--- src/rtl/emr_pkg.sv ---
// emr_pkg: shared types, codes and constants of the extent map read translator
// used by every module in rtl/; depends on nothing

package emr_pkg;

	// table and request limits
	localparam int unsigned MAX_EXTENTS_DEF   = 64;
	localparam int unsigned MAX_REQUEST_BYTES = 16384;
	localparam int unsigned CMD_DEPTH         = 4;
	localparam int unsigned CMD_PTR_W         = $clog2(CMD_DEPTH);

	// block size limits, log2 of bytes
	localparam logic [4:0] BS_MIN = 5'd9;
	localparam logic [4:0] BS_MAX = 5'd16;

	// register indexes on the configuration port
	localparam logic [2:0] CFG_BLOCK_SIZE_LOG2   = 3'd0;
	localparam logic [2:0] CFG_GROUP_BLOCKS_LOG2 = 3'd1;
	localparam logic [2:0] CFG_GROUP_BLOCKS      = 3'd2;
	localparam logic [2:0] CFG_FILE_LENGTH       = 3'd3;
	localparam logic [2:0] CFG_EXTENT_COUNT      = 3'd4;

	// register reset values
	localparam logic [4:0]  RST_BLOCK_SIZE_LOG2   = 5'd12;
	localparam logic [4:0]  RST_GROUP_BLOCKS_LOG2 = 5'd20;
	localparam logic [30:0] RST_GROUP_BLOCKS      = 31'd1048576;

	// item actions
	localparam logic ACT_LOAD = 1'b0;
	localparam logic ACT_READ = 1'b1;

	// result kinds
	localparam logic [1:0] KIND_NONE   = 2'd0;
	localparam logic [1:0] KIND_MAPPED = 2'd1;
	localparam logic [1:0] KIND_HOLE   = 2'd2;

	// queued command codes
	localparam logic [1:0] CMD_LOAD  = 2'd0;
	localparam logic [1:0] CMD_EMPTY = 2'd1;
	localparam logic [1:0] CMD_CHUNK = 2'd2;

	typedef struct packed {
		logic        action;
		logic [5:0]  entry_index;
		logic [53:0] logical_start;
		logic [51:0] physical_start;
		logic [20:0] extent_blocks;
		logic [62:0] position;
		logic [14:0] byte_count;
	} req_t;

	typedef struct packed {
		logic [1:0]  kind;
		logic [62:0] device_address;
		logic [16:0] chunk_length;
		logic [14:0] buffer_offset;
		logic        last;
	} rsp_t;

	// live configuration, block size already saturated
	typedef struct packed {
		logic [4:0]  block_size_log2;
		logic [4:0]  group_blocks_log2;
		logic [30:0] group_blocks;
		logic [62:0] file_length;
		logic [6:0]  extent_count;
	} cfg_t;

	// one extent table entry
	typedef struct packed {
		logic [53:0] logical_start;
		logic [51:0] physical_start;
		logic [20:0] extent_blocks;
	} entry_t;

	// command from front to back
	typedef struct packed {
		logic [1:0]  op;
		logic [5:0]  entry_index;
		entry_t      entry;
		logic [53:0] lblock;
		logic [15:0] inblk;
		logic [16:0] chunk_len;
		logic [16:0] buf_off;
		logic        last;
	} cmd_t;

endpackage

--- src/rtl/emr_front.sv ---
// emr_front: accepts items, clips read requests and splits them into block chunks
// depends on emr_pkg; feeds commands into emr_fifo

module emr_front (
	input  logic          clk,
	input  logic          arst_n,
	input  emr_pkg::cfg_t cfg,
	input  logic          req_valid,
	output logic          req_stall,
	input  emr_pkg::req_t req,
	output logic          push,
	output emr_pkg::cmd_t push_cmd,
	input  logic          full
);
	import emr_pkg::*;

	localparam logic [1:0] F_IDLE  = 2'd0;
	localparam logic [1:0] F_CLS   = 2'd1;
	localparam logic [1:0] F_SPLIT = 2'd2;

	logic [1:0]  st_q;
	req_t        item_q;
	logic [62:0] at_q;
	logic [16:0] rem_q;
	logic [16:0] done_q;

	logic [16:0] want;
	logic [62:0] avail;
	logic        nothing;
	logic [16:0] want_eff;
	logic [16:0] blk_bytes;
	logic [15:0] inblk;
	logic [16:0] room;
	logic [16:0] chunk;
	logic [62:0] lb_full;

	assign req_stall = (st_q != F_IDLE);

	// request clipping
	always_comb begin
		want     = (32'(item_q.byte_count) > MAX_REQUEST_BYTES) ?
			17'(MAX_REQUEST_BYTES) : 17'(item_q.byte_count);
		nothing  = (want == '0) || (item_q.position >= cfg.file_length);
		avail    = cfg.file_length - item_q.position;
		want_eff = (avail < 63'(want)) ? avail[16:0] : want;
	end

	// chunk at the current position
	always_comb begin
		blk_bytes = 17'(1) << cfg.block_size_log2;
		inblk     = at_q[15:0] & (blk_bytes[15:0] - 16'd1);
		room      = blk_bytes - 17'(inblk);
		chunk     = (room < rem_q) ? room : rem_q;
		lb_full   = at_q >> cfg.block_size_log2;
	end

	// command to the queue
	always_comb begin
		push     = 1'b0;
		push_cmd = '0;
		unique case (st_q)
			F_CLS: begin
				push = !full && (item_q.action == ACT_LOAD || nothing);
				if (item_q.action == ACT_LOAD) begin
					push_cmd.op                   = CMD_LOAD;
					push_cmd.entry_index          = item_q.entry_index;
					push_cmd.entry.logical_start  = item_q.logical_start;
					push_cmd.entry.physical_start = item_q.physical_start;
					push_cmd.entry.extent_blocks  = item_q.extent_blocks;
				end else begin
					push_cmd.op = CMD_EMPTY;
				end
			end
			F_SPLIT: begin
				push               = !full;
				push_cmd.op        = CMD_CHUNK;
				push_cmd.lblock    = lb_full[53:0];
				push_cmd.inblk     = inblk;
				push_cmd.chunk_len = chunk;
				push_cmd.buf_off   = done_q;
				push_cmd.last      = (chunk == rem_q);
			end
			default: begin
				push = 1'b0;
			end
		endcase
	end

	// item register
	always_ff @(posedge clk) begin
		if (req_valid && !req_stall) begin
			item_q <= req;
		end
	end

	// sequencer
	always_ff @(posedge clk or negedge arst_n) begin
		if (!arst_n) begin
			st_q   <= F_IDLE;
			at_q   <= '0;
			rem_q  <= '0;
			done_q <= '0;
		end else begin
			unique case (st_q)
				F_IDLE: begin
					if (req_valid) begin
						st_q <= F_CLS;
					end
				end
				F_CLS: begin
					if (item_q.action == ACT_READ && !nothing) begin
						at_q   <= item_q.position;
						rem_q  <= want_eff;
						done_q <= '0;
						st_q   <= F_SPLIT;
					end else if (!full) begin
						st_q <= F_IDLE;
					end
				end
				F_SPLIT: begin
					if (!full) begin
						at_q   <= at_q + 63'(chunk);
						rem_q  <= rem_q - chunk;
						done_q <= done_q + chunk;
						if (chunk == rem_q) begin
							st_q <= F_IDLE;
						end
					end
				end
				default: begin
					st_q <= F_IDLE;
				end
			endcase
		end
	end

endmodule

--- config.mk ---
export PLATFORM = sky130hd
export DESIGN_NAME = emr_front
export DESIGN_NICKNAME = d
export VERILOG_FILES = /design/src/rtl/emr_pkg.sv /design/src/rtl/emr_front.sv
export SDC_FILE = /design/constraint.sdc
export NUM_CORES = 1
export LEC_CHECK = 0
export ABC_AREA = 1
export ABC_CLOCK_PERIOD_IN_PS = 9000
export BUFFER_PORTS_ARGS = -buffer_cell sky130_fd_sc_hd__buf_2
export CAP_MARGIN = 25
export CORE_UTILIZATION = 45
export CTS_BUF_LIST = sky130_fd_sc_hd__clkbuf_4 sky130_fd_sc_hd__clkbuf_8 sky130_fd_sc_hd__clkbuf_16
export CTS_CLUSTER_DIAMETER = 30
export CTS_CLUSTER_SIZE = 30
export DETAILED_ROUTE_END_ITERATION = 10
export MAX_ROUTING_LAYER = met4
export PLACE_DENSITY = 0.71
export SLEW_MARGIN = 10
export SYNTH_ARGS = -nofsm -noshare
export SYNTH_HDL_FRONTEND = slang
export SYNTH_SLANG_ARGS = --single-unit
--- constraint.sdc ---
create_clock -name clk -period 9 [get_ports clk]
set_input_delay 1.35 -clock clk [delete_from_list [all_inputs] [get_ports clk]]
set_output_delay 1.35 -clock clk [all_outputs]
set_load 0.05 [all_outputs]
==> impl_results.rst <==
.. list-table::
   :header-rows: 1

   * - Metric
     - Value
   * - Slew headroom
     - 0.295
   * - Most repeated cell in the gate-level netlist after synthesis
     - nand2_1
   * - Share of post-route cells with drive strength above 1
     - 0.181
   * - Worst-case vdd ir drop
     - 0.262 mV
   * - Primary FF master, synth
     - edfxtp_1
   * - Average vias per placed instance
     - 5.33
   * - Gr usage total
     - 0.330
   * - Later-pin clock latency in the skew report
     - 0.63 ns
   * - Sum of negative setup slack
     - 0 ns
   * - Data required time of the critical path
     - 7.65 ns
   * - Adder-cell share of the synthesized area
     - 0.0703
   * - Multi-input gate area in the final layout
     - 0.0158 mm2
   * - Final Slew Violations
     - 0
   * - Final antenna-violating net count
     - 0
   * - Detailed-route wire length per cell
     - 18.7 um
   * - Largest fanout on the critical path
     - 17
   * - Fraction of the core area covered by cells at the end of the flow
     - 0.557
   * - Number of antenna violations at the first check in global routing
     - 8
   * - Number of flip-flops and latches in the synthesized netlist
     - 311
   * - First-pass GRT wire length
     - 156000 um
   * - Most instantiated cells after synthesis
     - nand2_1, inv_1, nor2_1
   * - I/O pins
     - 569
   * - Count of nets after finishing
     - 5218
   * - Row cnt
     - 91
   * - Switching power as a share of total power
     - 0.506
   * - Post-synth top area share
     - 0.226
   * - Number of vias in the routed layout
     - 30100
   * - Clock Sink Count
     - 311
   * - Die Ht
     - 252 um
   * - Combinational Power Share
     - 0.559
   * - Internal Pwr Total
     - about 6 mW
   * - Period Utilization, post-route
     - 0.935
   * - Unrepaired setup endpoints after global routing
     - no
   * - Sequential cell fraction of total power
     - 0.198
   * - Clock tree from TritonCTS
     - built
   * - Hold Vio Cnt, Final
     - 0
   * - Area delta synth->final
     - 22.2%
   * - Critical path arrival
     - a little over 7 ns
   * - Transition at the pin with the smallest max-transition slack
     - 1.06 ns
   * - Async set or reset register ratio after synthesis
     - 0.318
   * - Sequential area share after synthesis
     - 0.314
   * - Post-synthesis instance total
     - 4222
   * - Number of enable-type register cells in the synthesized netlist
     - 212
   * - Setup Skew
     - 0.0389 ns
   * - Mux share of post-synthesis cell area
     - 0.0288
   * - Total wire length after detailed routing
     - 105000 um
   * - Cell area after synthesis
     - 0.0282 mm2
   * - Cell type with the largest total area after synthesis
     - edfxtp_1
   * - Fill cells
     - 5961
   * - IO Port Bufs
     - 525
   * - Floorplan Core Area
     - 0.0618 mm2
   * - Via count of the first global-routing pass
     - 27800
   * - Overall die width
     - 252 um
   * - Storage cell area
     - 0.00884 mm2
   * - DRC violation count after routing
     - 0
   * - Largest stage delay on the critical path
     - 0.36 ns
   * - Cell types occupying the most area after synthesis
     - edfxtp_1, nand2_1, inv_1
   * - Power spent charging and discharging nets
     - a little over 6 mW
   * - Maximum clock insertion buffer count
     - 3
   * - Clk pwr share
     - 0.243
   * - Simple-gate share of the synthesized area
     - 0.302
   * - Worst hold path type
     - reg2reg
   * - Largest net degree at the start of global routing
     - 143
   * - Count of yosys warnings during synthesis
     - 0
   * - LEAKAGE
     - 18.4 nW
   * - Deepest level of the CTS H-tree
     - 3
   * - Half-perimeter wire length after detailed placement
     - 84700 um
   * - Outcome
     - finished, final reports clean
   * - Total gr overflow
     - 0
   * - Initial core utilization
     - 0.456
   * - Power per standard cell area
     - 355 mW/mm2
   * - Last weighted congestion value of the routability-driven placer
     - approximately 1.0
   * - Critical path class
     - in2out
   * - Post-synth net total
     - between 4000 and 5000
   * - Detailed Route Iter0 Violations
     - 3103
   * - Worst Setup Start Kind
     - input pin
   * - Final setup violation count
     - 0
   * - Clock slew at reported path FFs
     - 0.05 ns
   * - Maximum operating frequency
     - about 120 MHz
   * - Most frequent CP cell
     - nand2_1
   * - Crit path capture type
     - output pin
   * - Area of the die
     - around 0.064 mm2
   * - Area share of xor/xnor cells in the synthesized design
     - 0.0261
   * - Crit path max-delay cell type
     - ha_1
   * - Count of unique library cells instantiated by Yosys
     - 67
   * - CTS Buf Count
     - 77
   * - Master cell of the clock root buffer
     - clkbuf_16
   * - Pre-antenna DRT Iters
     - 8
   * - Period minus WS final
     - 8.42 ns
   * - Syn Area/Cell
     - 6.68 um2
   * - Max-capacitance violation count
     - 0
   * - Largest family of logic cells by synthesized area
     - simple AND/OR/NAND/NOR gates
   * - Fraction of the mapped netlist area in compound gates
     - 0.133
==> cells in the final DEF, fill, tap and decap left out, drive strengths merged, types with 3 or more instances in the layout <==
cell	netlist	routed
clkbuf	66	93
ha	152	152
nand3b	10	10
nor3	58	58
o31ai	8	8
diode	0	10
a21boi	5	5
nor2	443	443
fa	4	4
o22ai	39	39
o211ai	9	9
a21oi	220	220
nor4	24	24
xor2	69	69
nand2	1183	1183
xnor2	14	14
or2	22	22
clkinvlp	0	10
o21a	3	3
inv	801	804
clkinv	1	26
nand4	73	73
a211oi	9	9
edfxtp	212	212
a21o	3	3
mux2i	81	81
o21bai	10	10
buf	56	555
o21ai	319	319
bufinv	0	13
dfrtp	99	99
nand3	177	177
a22oi	10	10
o221ai	6	6
a22o	4	4
a31oi	17	17
and2	4	4
==> state kept, by name (all words and copies together) (netlist names) <==
name	count
at_q	63
done_q	17
item_q	212
rem_q	17
st_q	2
==> area by class of cell <==
type                            instances  share of cell area
Timing Repair Buffer                  556              0.0837
Clock inverter                         51              0.0213
Inverter                              802              0.0879
Clock buffer                           92              0.0604
Sequential cell                       311               0.257
Multi-Input combinational cell       2987               0.459
Antenna cell                           10            0.000726
Tap cell                              837              0.0304
==> power groups by stage <==
stage | clock network, mW | logic, mW | registers (mW)
after CTS | 2.99 | 6.68 | 2.41
after global routing | 3.06 | 7.48 | 2.46
after floorplan | 0 | 4.90 | 2.32
after detailed placement | 0 | 6.62 | 2.43
final | 2.97 | 6.83 | 2.43
after global placement | 0 | 6.57 | 2.42
==> stage by stage <==
stage / total power, mW / setup WS (ns) / hold slack [ns] / area [um2] / std cells
after floorplan: 7.22 / 0.783 / 0.449 / 28200 / 4222
after global placement: 8.99 / 0.569 / 0.467 / 31600 / 5491
after detailed placement: 9.05 / 0.445 / 0.487 / 31600 / 5491
after CTS: 12.1 / 0.423 / 0.500 / 34400 / 5634
after global routing: 13.0 / 0.0433 / 0.530 / 34500 / 5645
final: 12.2 / 0.581 / 0.504 / 34500 / 5646
==> worst paths after layout <==
check / start / end / slack, ns / cells after the start
max in group asynchronous: arst_n / at_q[40]$_DFFE_PN0P_ / 7.04 / 2
min in group asynchronous: arst_n / done_q[0]$_DFFE_PN0P_ / 0.78 / 1
worst min register to register: rem_q[0]$_DFFE_PN0P_ / rem_q[0]$_DFFE_PN0P_ / 0.50 / 2
worst min-delay path: rem_q[0]$_DFFE_PN0P_ / rem_q[0]$_DFFE_PN0P_ / 0.50 / 2
worst max-delay path: cfg[107] / push_cmd[0] / 0.58 / 34
worst max register to register: at_q[1]$_DFFE_PN0P_ / at_q[54]$_DFFE_PN0P_ / 2.35 / 38
==> worst max-delay path, delay by kind of cell <==
family | cells | cell delay, ns
AOI/OAI and AO/OA | 5 | 1.09
buffers and inverters | 7 | 1.08
and+or+nand+nor | 19 | 2.58
adders and majority gates | 3 | 0.97
==> layer usage <==
metal / global-route usage / vias up / wire length, um
li1: - / 14700 / -
met1: 0.420 / 13800 / 43500
met2: 0.520 / 1444 / 48600
met3: 0.0427 / 230 / 8510
met4: 0.157 / 0 / 4740
met5: - / - / 0
==> logic make-up (layout without fill, tap and decap cells) <==
kind of cell	count (synthesis)	in the layout
flops	311	311
buf+inv	924	1501
other cells	0	10
simple gates	1996	1996
mux	81	81
compound gates	671	671
fa+ha+maj	156	156
xor+xnor	83	83
==> repair_timing <==
action | in CTS | in global routing
setup buffers | 0 | 1
endpoints found under the setup margin | 0 | 1
hold buffers | 0 | 0
resized for setup | 0 | 8
Note: power is estimated with default switching activity, not from simulation.
