**src/rtl/emr_pkg.sv**
```systemverilog
// emr_pkg: shared types, codes and constants of the extent map read translator
// used by every module in rtl/; depends on nothing

package emr_pkg;

	// table and request limits
	localparam int unsigned MAX_EXTENTS_DEF   = 64;
	localparam int unsigned MAX_REQUEST_BYTES = 16384;
	localparam int unsigned CMD_DEPTH         = 4;
	localparam int unsigned CMD_PTR_W         = $clog2(CMD_DEPTH);

	// block size limits, log2 of bytes
	localparam logic [4:0] BS_MIN = 5'd9;
	localparam logic [4:0] BS_MAX = 5'd16;

	// register indexes on the configuration port
	localparam logic [2:0] CFG_BLOCK_SIZE_LOG2   = 3'd0;
	localparam logic [2:0] CFG_GROUP_BLOCKS_LOG2 = 3'd1;
	localparam logic [2:0] CFG_GROUP_BLOCKS      = 3'd2;
	localparam logic [2:0] CFG_FILE_LENGTH       = 3'd3;
	localparam logic [2:0] CFG_EXTENT_COUNT      = 3'd4;

	// register reset values
	localparam logic [4:0]  RST_BLOCK_SIZE_LOG2   = 5'd12;
	localparam logic [4:0]  RST_GROUP_BLOCKS_LOG2 = 5'd20;
	localparam logic [30:0] RST_GROUP_BLOCKS      = 31'd1048576;

	// item actions
	localparam logic ACT_LOAD = 1'b0;
	localparam logic ACT_READ = 1'b1;

	// result kinds
	localparam logic [1:0] KIND_NONE   = 2'd0;
	localparam logic [1:0] KIND_MAPPED = 2'd1;
	localparam logic [1:0] KIND_HOLE   = 2'd2;

	// queued command codes
	localparam logic [1:0] CMD_LOAD  = 2'd0;
	localparam logic [1:0] CMD_EMPTY = 2'd1;
	localparam logic [1:0] CMD_CHUNK = 2'd2;

	typedef struct packed {
		logic        action;
		logic [5:0]  entry_index;
		logic [53:0] logical_start;
		logic [51:0] physical_start;
		logic [20:0] extent_blocks;
		logic [62:0] position;
		logic [14:0] byte_count;
	} req_t;

	typedef struct packed {
		logic [1:0]  kind;
		logic [62:0] device_address;
		logic [16:0] chunk_length;
		logic [14:0] buffer_offset;
		logic        last;
	} rsp_t;

	// live configuration, block size already saturated
	typedef struct packed {
		logic [4:0]  block_size_log2;
		logic [4:0]  group_blocks_log2;
		logic [30:0] group_blocks;
		logic [62:0] file_length;
		logic [6:0]  extent_count;
	} cfg_t;

	// one extent table entry
	typedef struct packed {
		logic [53:0] logical_start;
		logic [51:0] physical_start;
		logic [20:0] extent_blocks;
	} entry_t;

	// command from front to back
	typedef struct packed {
		logic [1:0]  op;
		logic [5:0]  entry_index;
		entry_t      entry;
		logic [53:0] lblock;
		logic [15:0] inblk;
		logic [16:0] chunk_len;
		logic [16:0] buf_off;
		logic        last;
	} cmd_t;

endpackage

```
**src/rtl/emr_fifo.sv**
```systemverilog
// emr_fifo: short command queue between the front and the back
// depends on emr_pkg for cmd_t and the depth

module emr_fifo (
	input  logic          clk,
	input  logic          arst_n,
	input  logic          push,
	input  emr_pkg::cmd_t push_cmd,
	output logic          full,
	input  logic          pop,
	output logic          empty,
	output emr_pkg::cmd_t head
);
	import emr_pkg::*;

	cmd_t               slot_q [CMD_DEPTH];
	logic [CMD_PTR_W-1:0] wr_ptr_q;
	logic [CMD_PTR_W-1:0] rd_ptr_q;
	logic [CMD_PTR_W:0]   cnt_q;

	assign full  = (cnt_q == (CMD_PTR_W+1)'(CMD_DEPTH));
	assign empty = (cnt_q == '0);
	assign head  = slot_q[rd_ptr_q];

	// storage
	always_ff @(posedge clk) begin
		if (push && !full) begin
			slot_q[wr_ptr_q] <= push_cmd;
		end
	end

	// pointers and fill count
	always_ff @(posedge clk or negedge arst_n) begin
		if (!arst_n) begin
			wr_ptr_q <= '0;
			rd_ptr_q <= '0;
			cnt_q    <= '0;
		end else begin
			if (push && !full) begin
				wr_ptr_q <= wr_ptr_q + 1'b1;
			end
			if (pop && !empty) begin
				rd_ptr_q <= rd_ptr_q + 1'b1;
			end
			cnt_q <= cnt_q + (CMD_PTR_W+1)'(push && !full) - (CMD_PTR_W+1)'(pop && !empty);
		end
	end

endmodule

```
**config.mk**
```make
export PLATFORM = sky130hd
export DESIGN_NAME = emr_fifo
export DESIGN_NICKNAME = d
export VERILOG_FILES = /design/src/rtl/emr_pkg.sv /design/src/rtl/emr_fifo.sv
export SDC_FILE = /design/constraint.sdc
export NUM_CORES = 1
export LEC_CHECK = 0
export CORE_MARGIN = 2
export CORE_UTILIZATION = 30
export CTS_CLUSTER_DIAMETER = 100
export DETAILED_ROUTE_END_ITERATION = 7
export DONT_BUFFER_PORTS = 1
export HOLD_SLACK_MARGIN = 0.08
export PLACE_DENSITY = 0.41
export SETUP_SLACK_MARGIN = 0.2
export SYNTH_ARGS = -nofsm -noshare
export SYNTH_HDL_FRONTEND = slang
export SYNTH_SLANG_ARGS = --single-unit
```
**constraint.sdc**
```tcl
create_clock -name clk -period 6.2 [get_ports clk]
set_input_delay 0.93 -clock clk [delete_from_list [all_inputs] [get_ports clk]]
set_output_delay 0.93 -clock clk [all_outputs]
set_load 0.01 [all_outputs]
```
==> out/qor.csv, run 1 <==
metric,value,unit
synthesis-to-layout area growth,14.8,%
synthesis-stage register bit count,967,
DRC Markers,0,
post-synthesis sequential area ratio,82.7,%
IO buf count,0,
Final period util,62.6,%
Synth Net Count,1546,
Final Wtd Congestion,0.697,
DR WL/cell,25.5,um
clk sinks,967,
storage element area,29000,um2
M3 GR Usage,6.31,%
crit path kind,flip-flop to output port,
routed wire length,75.8,mm
Global Route Usage Sum,12.5,%
Startpoint Class,flip-flop,
busiest grt layer,met2,
Fill cells,10600,
Post-DRT Antenna Nets,0,
Initial Util,30.2,%
RSZ-0062 raised after global routing,false,
die width,346,um
arrival time at the worst endpoint,2.95,ns
M2 GR Usage,21.4,%
drt via density,4.61,
min cycle time layout,3.88,ns
Initial DRC Count,875,
warnings from Yosys,0,
buffer depth of the longest clock path,3,
Chip Height,346,um
most frequent cells in the layout,"edfxtp_1 (960), mux4_2 (240), clkbuf_16 (106)",
Compound-Gate Fraction of Synth Area,0.0891,%
layout cells sized above 1,28.2,%
ant diodes,0,
CTS tree,done,
Mapped Area,35100,um2
Least-Margin Pin Slew,1.01,ns
setup TNS,0,ns
row cnt,125,
worst skew pair latency,0.69,ns
Max Freq,0.258,GHz
Clock Skew,0.0320,ns
die area,120000,um2
first-pass GRT wire length,109,mm
VDD IR max,366,uV
setup ws final,2.32,ns
Worst-path clk slew,0.06,ns
CTS buffer count,106,
crit-path max FO,95,
Root Driver,clkbuf_16,
Yosys cell types,19,
Power Density,494,nW/um2
placed cells,2782,
max-cap viol count,0,
Post-Synth XOR/XNOR Area,0.0998,%
initial antenna violation count,1,
Detailed Place HPWL,44.6,mm
Global Route met1 Usage,13.4,%
DR pass1 iterations,4,
Worst setup EP type,output port,
largest family of logic cells by synthesized area,multiplexers,
simple-gate share of the synthesized area,0.296,%
relative slew slack,32.9,%
aggregate global routing overflow,0,
Hold Crit Depth,0,
hold crit path type,primary input to flip-flop,
"most common cell after layout, fill and taps aside",edfxtp_1,
Post-Syn Instances,1295,
Final Slew Violations,0,
syn avg cell area,27.1,um2
cells on worst reg2reg path,3,
num ports,486,
DR vias,13700,
Leak,0.0123,uW
H-tree depth,3,
maximum number of pins on one net before global-route repair,104,
Fin. Hold Viols,0,
core footprint,116000,um2
post-synthesis mux area share,15.4,%
area share of fa/ha/maj cells after synthesis,0.271,%
Finished Layout Cells,2973,
vias in the first global route,15000,
Critical Path RT,5.27,ns
DP Worst Slack,2.96,ns
outcome,"finished, final reports clean",
final setup fails,0,
Nets,1618,
area of the multi-input gates,5690,um2
-- Yosys cell counts --
cell type	n	area share, %
and3b_1	4	0.10
buf_2	27	0.39
buf_6	21	0.67
clkbuf_1	6	0.064
dfrtp_1	7	0.50
edfxtp_1	960	82
fa_1	1	0.057
ha_1	6	0.21
inv_1	6	0.064
mux4_2	240	15
nand2_1	1	0.011
nand2b_1	4	0.071
nand4bb_1	2	0.064
nor3_1	1	0.014
nor3b_2	1	0.036
o211ai_1	2	0.043
o311ai_0	1	0.025
o31ai_1	1	0.021
xnor2_1	4	0.10
-- power by group --
part	switching, uW	internal (uW)
sequential	369	8610
clock	2510	3480
combinational	3050	1870
total	5940	14000
-- cells by family (layout without fill, tap and decap cells) --
family,Yosys count,in the layout
adders and majority gates,7,7
muxes,240,240
AOI/OAI and AO/OA,4,4
DFF,967,967
and+or+nand+nor,13,13
xor gates and xnor gates,4,4
buffers and inverters,60,214
-- per-stage QoR --
step	power, uW	instance area, um2	hold WS (ns)	util (%)
2_1_floorplan	12900	35100	0.543	-
3_3_place_gp	14300	36900	0.592	31.8
3_5_place_dp	14300	36900	0.587	31.8
4_1_cts	20400	40300	0.248	34.7
5_1_grt	20900	40300	0.265	34.7
6_report	19900	40300	0.327	34.7
-- final cells by class --
class	count	area share [%]
Timing Repair Buffer	18	0.714
Sequential cell	967	72.0
Clock inverter	63	1.59
Multi-Input combinational cell	268	14.1
Tap cell	1524	4.73
Clock buffer	127	6.78
Inverter	6	0.0559
-- metal layers --
layer / vias up / part of all wire [%] / wire length, um
li1: 5804 / - / -
met1: 7346 / 36 / 27000
met2: 437 / 51 / 38500
met3: 129 / 11 / 8070
met4: 2 / 2.9 / 2170
met5: - / 0.0092 / 7
-- what timing repair did --
action                                 4_1_cts  5_1_grt
hold buffers                                 1        0
resized for setup                            0        0
setup endpoints to repair                    0        0
endpoints found under the hold margin        7        0
buffers inserted                             0        0
-- worst max-delay path, stage by stage (launching register included) --
cell and delay [ns]:
dfrtp_4 1.07, buf_12 0.52, mux4_2 0.48
-- registers in the layout, indices dropped and copies added (netlist names) --
| name | count |
|---|---|
| rd_ptr_q | 2 |
| slot_q | 960 |
| wr_ptr_q | 2 |
| cnt_q | 3 |
-- worst paths after layout --
kind | start | to | slack, ns
max | rd_ptr_q[1] | head[154] | 2.32
min reg2reg | wr_ptr_q[1] | wr_ptr_q[1] | 0.60
min in group asynchronous | arst_n | rd_ptr_q[1] | 0.60
max in group asynchronous | arst_n | rd_ptr_q[0] | 5.28
min | push_cmd[31] | slot_q[0][31] | 0.33
max reg2reg | cnt_q[2] | slot_q[0][64] | 3.33
(Power assumes the default switching activity.)
==> run 2: changes to the inputs <==
PLACE_DENSITY = 0.4   (was 0.41)
clock period = 3.87 ns   (was 6.2 ns; I/O delays follow)
==> run 2 against run 1 <==
Compared with the run above: via count up 9.0%; combinational power up 78%; sequential share of layout area down 4.7 points; non-clock buffer count up 285; largest cell class unchanged; hold slack worse by 0.063 ns; critical endpoint is now head[9]; sequential power up 59%; largest power group unchanged; flip-flop and latch count unchanged.
==> out/qor.csv, run 2 (synthesized netlist as in run 1, its figures left out) <==
metric,value,unit
outcome,"finished, final reports clean",
critical path's largest stage delay,0.72,ns
maximum number of pins on one net before global-route repair,85,
Initial DRC Count,776,
drt via density,4.57,
Final Wtd Congestion,0.700,
routed wire length,80.2,mm
DRC Markers,0,
max-cap viol count,0,
Startpoint Class,flip-flop,
Critical Path RT,3.29,ns
placed cells,2825,
"Cell Area, Placed",37400,um2
worst path cell trace,buf_12 > buf_4 > mux4_2,
Final Slew Violations,0,
Max Freq,0.306,GHz
Detailed Place HPWL,50.2,mm
fin util,37.1,%
clk sinks,967,
layout cells sized above 1,25.7,%
Least-Margin Pin Slew,0.861,ns
# resized after CTS,0,
Final period util,84.4,%
crit-path max FO,18,
Chip Height,346,um
num ports,486,
Post-DRT Antenna Nets,0,
DR vias,15000,
Clock Skew,0.0186,ns
largest register by flop count,slot_q,
storage element area,29000,um2
core footprint,116000,um2
RSZ-0062 raised after global routing,false,
aggregate global routing overflow,0,
Leak,0.0135,uW
buffer depth of the longest clock path,3,
Worst path slowest cell,dfrtp_4,
"Power, Total",32500,uW
IO buf count,0,
worst skew pair latency,0.67,ns
Initial Util,30.2,%
min cycle time layout,3.27,ns
Fin. Hold Viols,0,
first-pass GRT wire length,117,mm
synthesis-to-layout area growth,22.8,%
hold crit path type,primary input to async pin,
die width,346,um
die area,120000,um2
relative slew slack,42.6,%
initial antenna violation count,18,
Top Registers,"slot_q (960), cnt_q (3)",
area of the multi-input gates,5690,um2
Nets,1903,
CTS tree,done,
most frequent cells in the layout,"edfxtp_1 (960), dlygate4sd3_1 (243), mux4_2 (240)",
row cnt,125,
DP Worst Slack,1.17,ns
DR WL/cell,24.5,um
vias in the first global route,16400,
setup ws final,0.602,ns
Global Route Usage Sum,13.4,%
post-route cell area,43100,um2
Finished Layout Cells,3271,
Worst setup EP type,output port,
Largest register FFs,960,
DR pass1 iterations,4,
final setup fails,0,
Power Density,754,nW/um2
H-tree depth,3,
arrival time at the worst endpoint,2.69,ns
Root Driver,clkbuf_16,
VDD IR max,372,uV
Worst-path clk slew,0.06,ns
"most common cell after layout, fill and taps aside",edfxtp_1,
crit path kind,flip-flop to output port,
Fill cells,10600,
CTS buffer count,106,
==> run 2: cell types whose count changed in the layout (fill, tap and decap cells not counted), sizes merged, moves of 2 or more <==
| cell | previous run | this run |
|---|---|---|
| dlygate4sd3 | 1 | 243 |
| diode | 0 | 10 |
| buf | 17 | 60 |
| clkinv | 46 | 48 |
| clkbuf | 127 | 129 |
| clkinvlp | 5 | 3 |
| inv | 10 | 12 |
==> run 2: worst paths after layout <==
kind / startpoint / depth (start not counted) / slack [ns] / endpoint
setup / recovery: rd_ptr_q[0] / 3 / 0.60 / head[9]
hold / removal: arst_n / 1 / 0.26 / wr_ptr_q[1]
setup reg to reg: cnt_q[2] / 3 / 1.45 / slot_q[2][136]
hold reg to reg: wr_ptr_q[1] / 2 / 0.61 / wr_ptr_q[1]
max in group asynchronous: arst_n / 1 / 3.29 / rd_ptr_q[1]
min in group clk: push / 4 / 0.40 / cnt_q[1]
==> run 2: through the flow <==
| step | TNS, ns | hold slack [ns] |
|---|---|---|
| after floorplan | -202.00 | 0.285 |
| after global placement | 0 | 0.286 |
| after detailed placement | 0 | 0.286 |
| after CTS | 0 | 0.207 |
| after global routing | 0 | 0.230 |
| final | 0 | 0.264 |
==> run 2: critical path, delay by kind of cell (launching register included) <==
family / cells / cell delay (ns)
multiplexers: 1 / 0.62
flip-flops: 1 / 0.72
buffers and inverters: 2 / 0.64
==> run 2: cell type report <==
cell class / instances / area share, %
Antenna cell: 10 / 0.0581
Clock buffer: 129 / 6.41
Clock inverter: 64 / 1.19
Inverter: 6 / 0.0523
Multi-Input combinational cell: 268 / 13.2
Sequential cell: 967 / 67.3
Tap cell: 1524 / 4.42
Timing Repair Buffer: 303 / 7.36
==> run 2: where the power goes <==
part,internal [uW],switching (uW),total (uW)
clock,5510,3930,9450
sequential,13800,535,14300
combinational,3430,5310,8740
total,22700,9780,32500
==> run 2: routing by layer <==
| metal | up-vias | GRT usage [%] | part of all wire (%) | wire [um] |
|---|---|---|---|---|
| li1 | 6401 | - | - | - |
| met1 | 7966 | 15.7 | 38 | 30900 |
| met2 | 443 | 22.7 | 51 | 40500 |
| met3 | 125 | 5.52 | 8.6 | 6890 |
| met4 | 16 | 3.57 | 2.3 | 1830 |
| met5 | - | 0 | 0.12 | 96 |
==> run 2: repair_timing <==
item                                   4_1_cts  5_1_grt
endpoints found under the hold margin      971        0
hold buffers                               243        0
setup buffers                                0        0
